$ cat config.mk
export PLATFORM = sky130hd
export DESIGN_NAME = keypad_matrix_scan_debounce_core
export DESIGN_NICKNAME = d
export VERILOG_FILES = /design/src/hdl/kmsd_pkg.sv /design/src/hdl/keypad_matrix_scan_debounce_core.sv
export SDC_FILE = /design/constraint.sdc
export NUM_CORES = 1
export LEC_CHECK = 0
export ABC_AREA = 0
export BUFFER_PORTS_ARGS = -buffer_cell sky130_fd_sc_hd__buf_2
export CAP_MARGIN = 20
export CORE_AREA = 2 2 87 89
export DETAILED_ROUTE_END_ITERATION = 8
export DIE_AREA = 0 0 89 91
export SLEW_MARGIN = 20
export SYNTH_ARGS = -nofsm -noshare
export SYNTH_HDL_FRONTEND = slang
export SYNTH_SLANG_ARGS = --single-unit
$ cat constraint.sdc
create_clock -name clk -period 2.95 [get_ports clk]
set_input_delay 0.295 -clock clk [delete_from_list [all_inputs] [get_ports clk]]
set_output_delay 0.295 -clock clk [all_outputs]
set_load 0.03 [all_outputs]
$ cat src/hdl/kmsd_pkg.sv
// ----------------------------------------------------------------------------
// kmsd_pkg
// Shared constants, types and the matrix scan function for the keypad
// matrix scan and debounce core.
// ----------------------------------------------------------------------------
package kmsd_pkg;

	localparam int NUM_ROWS   = 4;
	localparam int NUM_COLS   = 5;
	localparam int MATRIX_W   = 20;
	localparam int IN_DATA_W  = 24;
	localparam int OUT_DATA_W = 16;
	localparam int CODE_W     = 6;
	localparam int ROW_W      = 3;
	localparam int COL_W      = 3;
	localparam int EVENT_W    = 2;

	typedef logic [MATRIX_W-1:0] matrix_t;
	typedef logic [CODE_W-1:0]   code_t;

	typedef enum logic [EVENT_W-1:0] {
		EV_NONE    = 2'd0,
		EV_PRESS   = 2'd1,
		EV_RELEASE = 2'd2
	} key_event_t;

	typedef struct packed {
		code_t code;
		logic  mashed;
	} scan_t;

	typedef struct packed {
		logic       pad_mashed;
		logic       key_down;
		code_t      active_code;
		key_event_t key_event;
	} result_t;

	function automatic scan_t scan_matrix(input matrix_t m);
		scan_t            res;
		logic             found;
		logic             done;
		logic [ROW_W-1:0] row_part;
		logic [COL_W-1:0] col_part;
		logic             row_any;
		res      = '0;
		found    = 1'b0;
		done     = 1'b0;
		row_part = '0;
		col_part = '0;
		for (int r = 0; r < NUM_ROWS; r++) begin
			row_any = 1'b0;
			for (int c = 0; c < NUM_COLS; c++) begin
				if (r * NUM_COLS + c < MATRIX_W) begin
					row_any = row_any | m[r * NUM_COLS + c];
				end
			end
			if (row_any && !done) begin
				if (found) begin
					res.mashed = 1'b1;
					done       = 1'b1;
				end else begin
					found    = 1'b1;
					row_part = ROW_W'(r + 1);
					for (int c = 0; c < NUM_COLS; c++) begin
						if (r * NUM_COLS + c < MATRIX_W) begin
							if (m[r * NUM_COLS + c]) begin
								if (col_part != '0) begin
									res.mashed = 1'b1;
								end
								col_part = col_part | COL_W'(c + 1);
							end
						end
					end
				end
			end
		end
		if (found && col_part != '0) begin
			res.code = {row_part, col_part};
		end else begin
			res.code = '0;
		end
		return res;
	endfunction

endpackage

$ cat src/hdl/keypad_matrix_scan_debounce_core.sv
// ----------------------------------------------------------------------------
// keypad_matrix_scan_debounce_core
// Scans one key matrix snapshot per word, debounces over two samples and
// reports press and release events with the held key code.
// ----------------------------------------------------------------------------
// One snapshot word goes in, one result word comes out, at up to one word
// per clock when the output side is not stalled. An accepted word is held
// in the input register, then scanned and debounced on its way into the
// output register, from which the result word is offered until taken. The
// debounce state advances only when a result is written to the output
// register, so stalls on either side never lose or repeat a word.
module keypad_matrix_scan_debounce_core (
	input  logic                               clk,
	input  logic                               arst_n,
	input  logic                               s_tvalid,
	output logic                               s_tready,
	// key_matrix[19:0], zero pad
	input  logic [kmsd_pkg::IN_DATA_W-1:0]     s_tdata,
	output logic                               m_tvalid,
	input  logic                               m_tready,
	// key_event[1:0], active_code[7:2], key_down[8], pad_mashed[9], zero pad
	output logic [kmsd_pkg::OUT_DATA_W-1:0]    m_tdata
);

	logic              valid_s1;
	kmsd_pkg::matrix_t matrix_s1;
	logic              out_valid_q;
	kmsd_pkg::result_t result_q;
	kmsd_pkg::code_t   sample_now_q;
	kmsd_pkg::code_t   held_code_q;
	logic              held_flag_q;

	logic              out_free;
	logic              advance;
	kmsd_pkg::scan_t   scan;
	kmsd_pkg::result_t result_d;
	kmsd_pkg::code_t   held_code_d;
	logic              held_flag_d;

	assign out_free = !out_valid_q || m_tready;
	assign advance  = valid_s1 && out_free;
	assign s_tready = !valid_s1 || out_free;
	assign m_tvalid = out_valid_q;
	assign m_tdata  = {{(kmsd_pkg::OUT_DATA_W - $bits(kmsd_pkg::result_t)){1'b0}}, result_q};

	always_comb begin
		scan        = kmsd_pkg::scan_matrix(matrix_s1);
		held_code_d = held_code_q;
		held_flag_d = held_flag_q;
		result_d.key_event = kmsd_pkg::EV_NONE;
		if (held_flag_q && (scan.mashed || (scan.code == '0 && sample_now_q == '0))) begin
			held_flag_d        = 1'b0;
			result_d.key_event = kmsd_pkg::EV_RELEASE;
		end else if (!held_flag_q && scan.code != '0 && scan.code == sample_now_q) begin
			held_code_d        = scan.code;
			held_flag_d        = 1'b1;
			result_d.key_event = kmsd_pkg::EV_PRESS;
		end
		result_d.active_code = held_code_d;
		result_d.key_down    = held_flag_d;
		result_d.pad_mashed  = scan.mashed;
	end

	always_ff @(posedge clk or negedge arst_n) begin
		if (!arst_n) begin
			valid_s1        <= 1'b0;
			out_valid_q     <= 1'b0;
			sample_now_q    <= '0;
			held_code_q     <= '0;
			held_flag_q     <= 1'b0;
		end else begin
			if (s_tready) begin
				valid_s1 <= s_tvalid;
			end
			if (advance) begin
				out_valid_q     <= 1'b1;
				sample_now_q    <= scan.code;
				held_code_q     <= held_code_d;
				held_flag_q     <= held_flag_d;
			end else if (m_tready) begin
				out_valid_q <= 1'b0;
			end
		end
	end

	always_ff @(posedge clk) begin
		if (s_tvalid && s_tready) begin
			matrix_s1 <= s_tdata[kmsd_pkg::MATRIX_W-1:0];
		end
		if (advance) begin
			result_q <= result_d;
		end
	end

endmodule

# After elaboration in Yosys (flattened, before gate mapping)
# Index checks and enable logic that the tools add are counted.
# op_classes
reduce_logical	41
bitwise	16
eq_ne	1
muxes	135
# op_table
operator	count
3-bit 2-to-1 mux	47
1-bit 2-to-1 mux	75
3-bit nonzero test	20
2-bit 2-to-1 mux	10
6-bit 2-to-1 mux	3
1-bit bitwise OR	16
6-bit logical NOT	2
1-bit logical AND	9
6-bit equality test	1
6-bit nonzero test	1
1-bit logical NOT	5
1-bit logical OR	3
2-bit nonzero test	1
# totals
out_inout_bits	18
register_bits	45

# Logic depth before layout (Yosys ltp)
# Gate-level depths: netlist of run 1.
# logic_depth
depth_word	66
ltp_mapped	8
mapped_depth_nobuf	7

# Least setup slack after synthesis of run 1
# No wires, ideal clock.
# synth_path
path_kind	register -> register
start	reg matrix_s1[6]
end	reg result_q (netlist bit m_tdata[6]), data pin
arrival_ns	2.597
setup_ns	0.262
stages_incl_launch_ff	9
path_buffers	1
synth_period_minus_slack_ns	2.860
setup_slack_ns	0.090
path_cell_list	edfxtp_1 -> or3_1 -> nor3_1 -> a21oi_1 -> mux2i_1 -> or4b_1 -> buf_6 -> nor3_4 -> mux2_1
# synth_between
elab_chain_len	48
# synth_lines
item	line_no	text
start: declaration	keypad_matrix_scan_debounce_core.sv:26	kmsd_pkg::matrix_t matrix_s1;
start signal: assignment	keypad_matrix_scan_debounce_core.sv:88	matrix_s1 <= s_tdata[kmsd_pkg::MATRIX_W-1:0];
2-bit 2-to-1 mux	kmsd_pkg.sv:67	if (m[r * NUM_COLS + c]) begin
3-bit 2-to-1 mux	kmsd_pkg.sv:59	if (found) begin
3-bit 2-to-1 mux	kmsd_pkg.sv:58	if (row_any && !done) begin
2-bit 2-to-1 mux	kmsd_pkg.sv:67	
3-bit 2-to-1 mux	kmsd_pkg.sv:59	
3-bit 2-to-1 mux	kmsd_pkg.sv:58	
3-bit 2-to-1 mux	kmsd_pkg.sv:67	
3-bit 2-to-1 mux	kmsd_pkg.sv:59	
[33 not listed]	-	
1-bit logical AND	kmsd_pkg.sv:78	if (found && col_part != '0) begin
6-bit 2-to-1 mux	kmsd_pkg.sv:78	
6-bit nonzero test / 6-bit logical NOT (equally long branches)	keypad_matrix_scan_debounce_core.sv:54, keypad_matrix_scan_debounce_core.sv:51	
1-bit logical AND (on tied branches)	keypad_matrix_scan_debounce_core.sv:54, keypad_matrix_scan_debounce_core.sv:51	
1-bit logical AND / 1-bit logical OR (equally long branches)	keypad_matrix_scan_debounce_core.sv:54, keypad_matrix_scan_debounce_core.sv:51	
6-bit 2-to-1 mux / 1-bit logical AND (equally long branches)	keypad_matrix_scan_debounce_core.sv:54, keypad_matrix_scan_debounce_core.sv:51	
6-bit 2-to-1 mux (*)	keypad_matrix_scan_debounce_core.sv:51	if (held_flag_q && (scan.mashed || (scan.code == '0 && sample_now_q == '0))) begin
named net held_code_d[4]	keypad_matrix_scan_debounce_core.sv:37	kmsd_pkg::code_t held_code_d;
end signal: assignment	keypad_matrix_scan_debounce_core.sv:91	result_q <= result_d;
end: declaration	keypad_matrix_scan_debounce_core.sv:28	kmsd_pkg::result_t result_q;
# The timed path passes the listed nets; every way through them passes the cells marked *. The select of a mux whose other input is x is not followed.
# A chain may end at the register's enable or synchronous reset.

# Worst setup path after layout of run 1
# layout_path
start	reg matrix_s1[11]
end	reg result_q (netlist bit m_tdata[7]), data pin
# layout_between
elab_chain_len	34
# layout_lines
item	line_no
2-bit 2-to-1 mux	kmsd_pkg.sv:67
3-bit 2-to-1 mux	kmsd_pkg.sv:59
3-bit 2-to-1 mux	kmsd_pkg.sv:58
2-bit 2-to-1 mux	kmsd_pkg.sv:67
3-bit 2-to-1 mux	kmsd_pkg.sv:59
3-bit 2-to-1 mux	kmsd_pkg.sv:58
3-bit 2-to-1 mux	kmsd_pkg.sv:67
3-bit 2-to-1 mux	kmsd_pkg.sv:59
[19 not listed]	-
1-bit logical AND	kmsd_pkg.sv:78
6-bit 2-to-1 mux	kmsd_pkg.sv:78
6-bit nonzero test / 6-bit logical NOT (equally long branches)	keypad_matrix_scan_debounce_core.sv:54, keypad_matrix_scan_debounce_core.sv:51
1-bit logical AND (on tied branches)	keypad_matrix_scan_debounce_core.sv:54, keypad_matrix_scan_debounce_core.sv:51
1-bit logical AND / 1-bit logical OR (equally long branches)	keypad_matrix_scan_debounce_core.sv:54, keypad_matrix_scan_debounce_core.sv:51
6-bit 2-to-1 mux / 1-bit logical AND (equally long branches)	keypad_matrix_scan_debounce_core.sv:54, keypad_matrix_scan_debounce_core.sv:51
6-bit 2-to-1 mux (*)	keypad_matrix_scan_debounce_core.sv:51
named net held_code_d[5]	keypad_matrix_scan_debounce_core.sv:37
# Marked as above.

==> metrics.yaml, run 1 <==
post-place-ws_ps: -11.92
start_kind: "register"
grt_usage_pct: 10.84
synth_area_um2: 2160
ys_seq_area_share_pct: 59.10
crit_fanout: 5
min_path_type: "in -> reg"
peakVddDrop_v: 0.0002654
grt_pass1_wl_um: 6782
worstSetupEndpointType: "register"
viasPerCell: 4.501
wire_per_inst_um: 11.72
setup_viol: 0
drive_above_1_share_pct: 29.17
cts-root-buf: "clkbuf_8"
yosysWarnings: 0
synth_cell_type_count: 47
worst_pin_slew_ps: 848.9
post-dp-hpwl_um: 3009
relSlewSlack_pct: 43.41
fmax_ghz: 0.3484
maxCapViolCount: 0
setup_ws_ps: 80.09
io_buffer_count: 35
p_leak_uw: 0.001025
post-cts-setup-buffers: 0
die-area_um2: 8099
clk_latency_ps: 300
ant_nets: 0
drc: 0
drt_iter0_drc: 83
clock_path_buffers: 2
vias: 1526
die_w_um: 89
htree_levels: 2
grt_max_degree: 21
first_pass_iters: 4
synth-edff-count: 30
ys_top_cells_by_area: "edfxtp_1 (42%), dfrtp_1 (17%), mux2_1 (4.2%)"
placed_cells: 330
cts.sinks: 45
coreArea_um2: 7137
io_pins: 46
timing.final.crit_share_pct: 97.29
ys_ff_latch: 45
path_class: "reg -> reg"
areaGrowthSynthToFinish_pct: 24.16
rows: 31
die_h_um: 91
gp_congestion: 0.8160
ys_top_cells_by_count: "edfxtp_1 (30), nand2_1 (24), dfrtp_1 (15)"
synthCells: 182
ys.flop_type: "edfxtp_1"
start_util_pct: 30.26
required_ps: 3000
cts_buffers: 5
async_reset_ff_share_pct: 33.33
finalMaxSlewViolations: 0
rsz0062_at_grt: "yes"
arrival_ps: 2920
antenna_cells: 0
synth_top_area_share_pct: 41.71
wirelength_um: 3972
antenna_found_initial: 0
fin_worst_skew_ps: 10.98
nNetsFinal: 267
cts_tree: "yes"
powerDensity_nw_per_um2: 555.2
synth.avg_cell_area_um2: 11.87
gr-total-overflow: 0
stdcell_count: 339
yosysTopAreaCell: "edfxtp_1"
hold_viol: 0
grt_pass1_vias: 1458
post-route-util_pct: 37.57
status: "finished clean"
path_clk_slew_ps: 90
period_minus_slack_ps: 2870
yosysMostFrequentCell: "edfxtp_1"
whs_ps: 163.6
-- where the power goes --
group	switching [uW]	internal [uW]	leakage, uW
Sequential	41.3	746	0.000449
Clock	203	216	0.0000510
Combinational	165	117	0.000526
-- state kept, by name (all words and copies together) (netlist names) --
signal and cells:
held_flag_q 1, valid_s1 1, held_code_q 6, matrix_s1 20, m_tvalid 1, m_tdata 10
sample_now_q 6
-- metrics by stage --
step,power [uW],TNS (ps),area (um^2)
finish,1489,0,2681
global route,1576,-130.1,2681
CTS,1494,0,2660
detailed placement,1071,-28.93,2545
global placement,1062,0,2545
floorplan,989.0,0,2178
-- final cells by class --
class	count	area, um^2
inverter	3	11.26
sequential	45	1276
multi-input combinational	131	855.8
fill	727	4456
tap	99	123.9
clock inverter	1	3.754
timing repair buffer	53	312.8
clock buffer	7	97.59
-- cell usage in the layout (no fill, tap or decap), types with 2 or more instances in the layout --
cell type	count
nor3_1	9
nor4_1	3
o211ai_1	4
dfrtp_1	15
and2_1	2
nand2_1	24
o31ai_1	4
nor2b_1	2
buf_2	35
nand3_1	5
mux2_1	7
o311ai_0	2
nor2_1	13
nand2b_1	4
clkbuf_8	5
edfxtp_1	30
a21oi_1	6
a31oi_1	2
inv_1	3
or4_1	2
maj3_1	4
o21ai_0	6
buf_4	17
conb_1	6
-- final timing paths --
kind,from,endpoint,slack (ps),depth (start not counted)
worst max-delay path,matrix_s1[11],m_tdata[7],80,7
max in group asynchronous,arst_n,held_code_q[0],2250,2
min in group asynchronous,arst_n,sample_now_q[3],430,2
worst max register to register,matrix_s1[11],m_tdata[7],80,7
worst min-delay path,s_tdata[4],matrix_s1[4],160,1
worst min register to register,held_code_q[5],held_code_q[5],480,1
-- worst max-delay path, stage by stage, from the launching register on --
cell	delay, ps
edfxtp_1	430
or4_4	560
nor2_4	140
and4b_1	200
nor3_1	50
or4b_4	590
nor3_4	280
mux2_1	360
-- cells by family (layout without fill, tap and decap cells) --
family	count (synthesis)	count (layout)	synth area share [%]
buf+inv	11	64	3.302
mux	9	9	4.635
fa+ha+maj	4	4	1.854
flops	45	45	59.10
xor+xnor	2	2	0.8113
simple gates	78	78	19.99
compound gates	32	32	10.14
other cells	1	6	0.1736
-- routing by layer --
layer / global-route usage [%] / up-vias / wire [um]
li1: - / 786 / -
met1: 13.87 / 696 / 1825
met2: 16.85 / 38 / 1881
met3: 4.273 / 6 / 223
met4: 3.234 / 0 / 42
met5: 0 / - / 0
-- timing repair --
action,4_1_cts,5_1_grt
hold buffers,1,0
resized for setup,1,4
hold endpoints to repair,15,0
pin swaps,1,2
setup endpoints to repair,4,11
(Power assumes the default switching activity.)
==> inputs of run 2 (changes only) <==
Settings changed: MAX_ROUTING_LAYER set to met4.
Clock period 2.95 ns to 3.1 ns, I/O delays scaled along.
==> metrics.yaml, run 2 (synthesis gave the netlist of run 1 again) <==
drt_iter0_drc: 65
die_w_um: 89
clock_path_buffers: 2
stdcell_count: 333
path_class: "reg -> reg"
crit_family: "simple AND/OR/NAND/NOR gates"
worst_pin_slew_ps: 848.9
p_leak_uw: 0.0009856
largest_register_ffs: 20
maxCapViolCount: 0
start_util_pct: 30.26
final_cell_mix: "buf_2 (35), edfxtp_1 (30), nand2_1 (24)"
rows: 31
io_buffer_count: 35
setup_viol: 0
drive_above_1_share_pct: 26.50
wire_per_inst_um: 12.10
die-area_um2: 8099
drc: 0
areaGrowthSynthToFinish_pct: 21.03
cts_buffers: 5
nNetsFinal: 261
vias: 1523
hold_viol: 0
cts_tree: "yes"
fmax_ghz: 0.3410
gr-total-overflow: 0
finalSetupTns_ps: 0
mostFrequentLayoutCell: "buf_2"
antenna_found_initial: 0
rsz0062_at_grt: "no"
path_buf_inv: 1
peakVddDrop_v: 0.0002279
gp_congestion: 0.8201
die_h_um: 91
post-dp-hpwl_um: 2992
status: "finished clean"
required_ps: 3150
crit_chain: "or4_4 -> nor2_4 -> nand2_1 -> o221ai_1 -> buf_4 -> xor2_1 -> nor3_4 -> mux2_1"
start_kind: "register"
grt_pass1_wl_um: 6913
arrival_ps: 2980
min_path_type: "in -> reg"
path_clk_slew_ps: 80
period_minus_slack_ps: 2932
total_power_uw: 1379
post-cts-setup-buffers: 0
crit_slowest_cell: "or4_4"
top_register: "matrix_s1"
io_pins: 46
cts.sinks: 45
crit_fanout: 6
cts-root-buf: "clkbuf_8"
worstSetupEndpointType: "register"
viasPerCell: 4.574
clk_latency_ps: 300
relSlewSlack_pct: 43.41
grt_usage_pct: 11.33
finalMaxSlewViolations: 0
wirelength_um: 4029
antenna_cells: 0
timing.final.crit_share_pct: 94.60
grt_max_degree: 21
first_pass_iters: 4
critPathMaxStageDelay_ps: 560
powerDensity_nw_per_um2: 527.7
grt_pass1_vias: 1480
fin_worst_skew_ps: 9.034
placed_cells: 324
coreArea_um2: 7137
ant_nets: 0
htree_levels: 2
run 2: worst paths after layout:
path	from	to	slack (ps)	cells past startpoint
max	matrix_s1[11]	m_tdata[7]	170	8
min	s_tdata[5]	matrix_s1[5]	180	1
max reg2reg	matrix_s1[11]	m_tdata[7]	170	8
min reg2reg	valid_s1	m_tvalid	480	1
max in group asynchronous	arst_n	valid_s1	2380	2
min in group asynchronous	arst_n	held_code_q[5]	450	2
run 2: final cells by class:
type	instances	area [um^2]
Multi-Input combinational cell	131	844.6
Timing Repair Buffer	47	267.8
Fill cell	752	4523
Clock buffer	8	90.09
Sequential cell	45	1276
Tap cell	99	123.9
Inverter	3	11.26
run 2: per-layer routing:
metal / vias up / wire (um) / track usage, % / share of wire [%]
met1: 708 / 1830 / 14.45 / 45
met4: 0 / 46 / 3.358 / 1.1
met2: 39 / 1913 / 16.98 / 47
li1: 771 / - / - / -
met3: 5 / 238 / 4.000 / 5.9
met5: - / 0 / - / 0
run 2: worst reg2reg max path: stages (launching register included):
cell and delay, ps:
edfxtp_1 440, or4_4 560, nor2_4 140, nand2_1 150, o221ai_1 210, buf_4 170, xor2_1 530, nor3_4 120
mux2_1 360
run 2: timing repair:
action / CTS / global route
resized for setup: 0 / 3
hold buffers: 1 / 0
endpoints found under the hold margin: 15 / 0
setup endpoints to repair: 0 / 10
run 2: power breakdown:
part / total (uW) / switching (uW) / leakage [uW] / internal [uW]
Clock: 378 / 196 / 0.0000455 / 182
Combinational: 251 / 153 / 0.000491 / 97.9
Sequential: 750 / 39.6 / 0.000449 / 710
run 2: metrics by stage:
step	util (%)	setup slack, ps	hold slack (ps)	cell area (um^2)
floorplan	-	240.3	14.41	2178
global placement	35.03	190.5	241.3	2500
detailed placement	35.03	125.9	242.0	2500
CTS	36.43	105.4	169.9	2600
global route	36.62	39.24	156.3	2614
finish	36.62	167.6	176.7	2614
==> inputs of run 3 (changes only) <==
Settings changed: BUFFER_PORTS_ARGS -buffer_cell sky130_fd_sc_hd__buf_2 to -buffer_cell sky130_fd_sc_hd__clkbuf_2, CAP_MARGIN 20 to 40.
==> metrics.yaml, run 3 (synthesis gave the netlist of run 1 again) <==
status: "finished clean"
cts_buffers: 5
crit_family: "simple AND/OR/NAND/NOR gates"
vias: 1522
period_minus_slack_ps: 2907
setup_viol: 0
start_util_pct: 30.26
clock_path_buffers: 2
start_kind: "register"
antenna_found_initial: 0
fmax_ghz: 0.3440
drc: 0
maxCapViolCount: 0
crit_fanout: 5
nNetsFinal: 262
htree_levels: 2
cts_tree: "yes"
post-dp-hpwl_um: 3016
grt_pass1_vias: 1435
io_buffer_count: 35
viasPerCell: 4.557
required_ps: 3150
peakVddDrop_v: 0.0002054
min_path_type: "in -> reg"
path_clk_slew_ps: 80
path_class: "reg -> reg"
hold_viol: 0
top_register: "matrix_s1"
timing.final.crit_share_pct: 93.76
arrival_ps: 2950
first_pass_iters: 4
crit_chain: "or4_4 -> nor2_4 -> a21oi_1 -> mux2i_1 -> or4b_4 -> nor3_4 -> mux2_1"
relSlewSlack_pct: 52.03
finalMaxSlewViolations: 0
whs_ps: 190.5
largest_register_ffs: 20
final_cell_mix: "clkbuf_2 (35), edfxtp_1 (30), nand2_1 (24)"
grt_pass1_wl_um: 6693
mostFrequentLayoutCell: "clkbuf_2"
antenna_cells: 0
gp_congestion: 0.8149
grt_max_degree: 21
clk_latency_ps: 290
fin_worst_skew_ps: 7.790
finalSetupTns_ps: 0
path_buf_inv: 0
placed_cells: 324
cts-root-buf: "clkbuf_8"
die-area_um2: 8099
drive_above_1_share_pct: 26.81
worst_pin_slew_ps: 718.7
rows: 31
powerDensity_nw_per_um2: 520.6
coreArea_um2: 7137
drt_iter0_drc: 85
ant_nets: 0
total_power_uw: 1368
stdcell_count: 334
post-cts-setup-buffers: 0
gr-total-overflow: 0
areaGrowthSynthToFinish_pct: 21.73
cts.sinks: 45
die_w_um: 89
worstSetupEndpointType: "register"
die_h_um: 91
p_leak_uw: 0.001005
rsz0062_at_grt: "no"
io_pins: 46
wire_per_inst_um: 11.96
crit_slowest_cell: "or4b_4"
post-route-util_pct: 36.83
fillerInstances: 728
wirelength_um: 3993
grt_usage_pct: 11.00
critPathMaxStageDelay_ps: 570
run 3: changes by cell type in the layout (fill, tap and decap cells not counted):
cell	previous run	this run
buf_2	35	0
buf_8	0	1
clkbuf_2	0	35
run 3: through the flow:
step,area (um^2),setup WS (ps)
after global placement,2500,191.2
after global routing,2629,49.39
after detailed placement,2500,165.3
final,2629,193.4
after floorplan,2178,240.3
after CTS,2600,157.1
run 3: layout make-up:
cell class,instances,area (um^2),share of cell area (%)
Tap cell,99,123.9,4.712
Inverter,3,11.26,0.4284
Multi-Input combinational cell,131,844.6,32.13
Timing Repair Buffer,48,282.8,10.76
Clock buffer,8,90.09,3.427
Sequential cell,45,1276,48.55
run 3: worst register-to-register path, delay by kind of cell, from the launching register on:
family	cells	cell delay, ps
AOI/OAI and AO/OA	1	140
DFF	1	430
muxes	2	510
and+or+nand+nor	4	1590
run 3: power breakdown:
part           switching, uW  internal, uW
logic                    153           100
registers               40.7           710
clock network            183           182
total                    376           992
run 3: path summary, 6_finish.rpt:
check	from	endpoint	slack, ps	cells after the start
max	matrix_s1[11]	m_tdata[7]	190	7
min	s_tdata[6]	matrix_s1[6]	190	1
max reg2reg	matrix_s1[11]	m_tdata[7]	190	7
min reg2reg	valid_s1	m_tvalid	490	1
max in group asynchronous	arst_n	valid_s1	2340	2
min in group asynchronous	arst_n	held_flag_q	470	2
run 3: what timing repair did:
item,CTS,global route
gates resized for setup,0,3
hold buffers,1,0
endpoints found under the hold margin,15,0
setup endpoints to repair,0,4
run 3: layer usage:
layer | GRT usage [%] | part of all wire [%]
met5 | - | 0
met3 | 2.818 | 4.6
met2 | 16.42 | 47
met4 | 3.731 | 1.3
met1 | 14.54 | 47
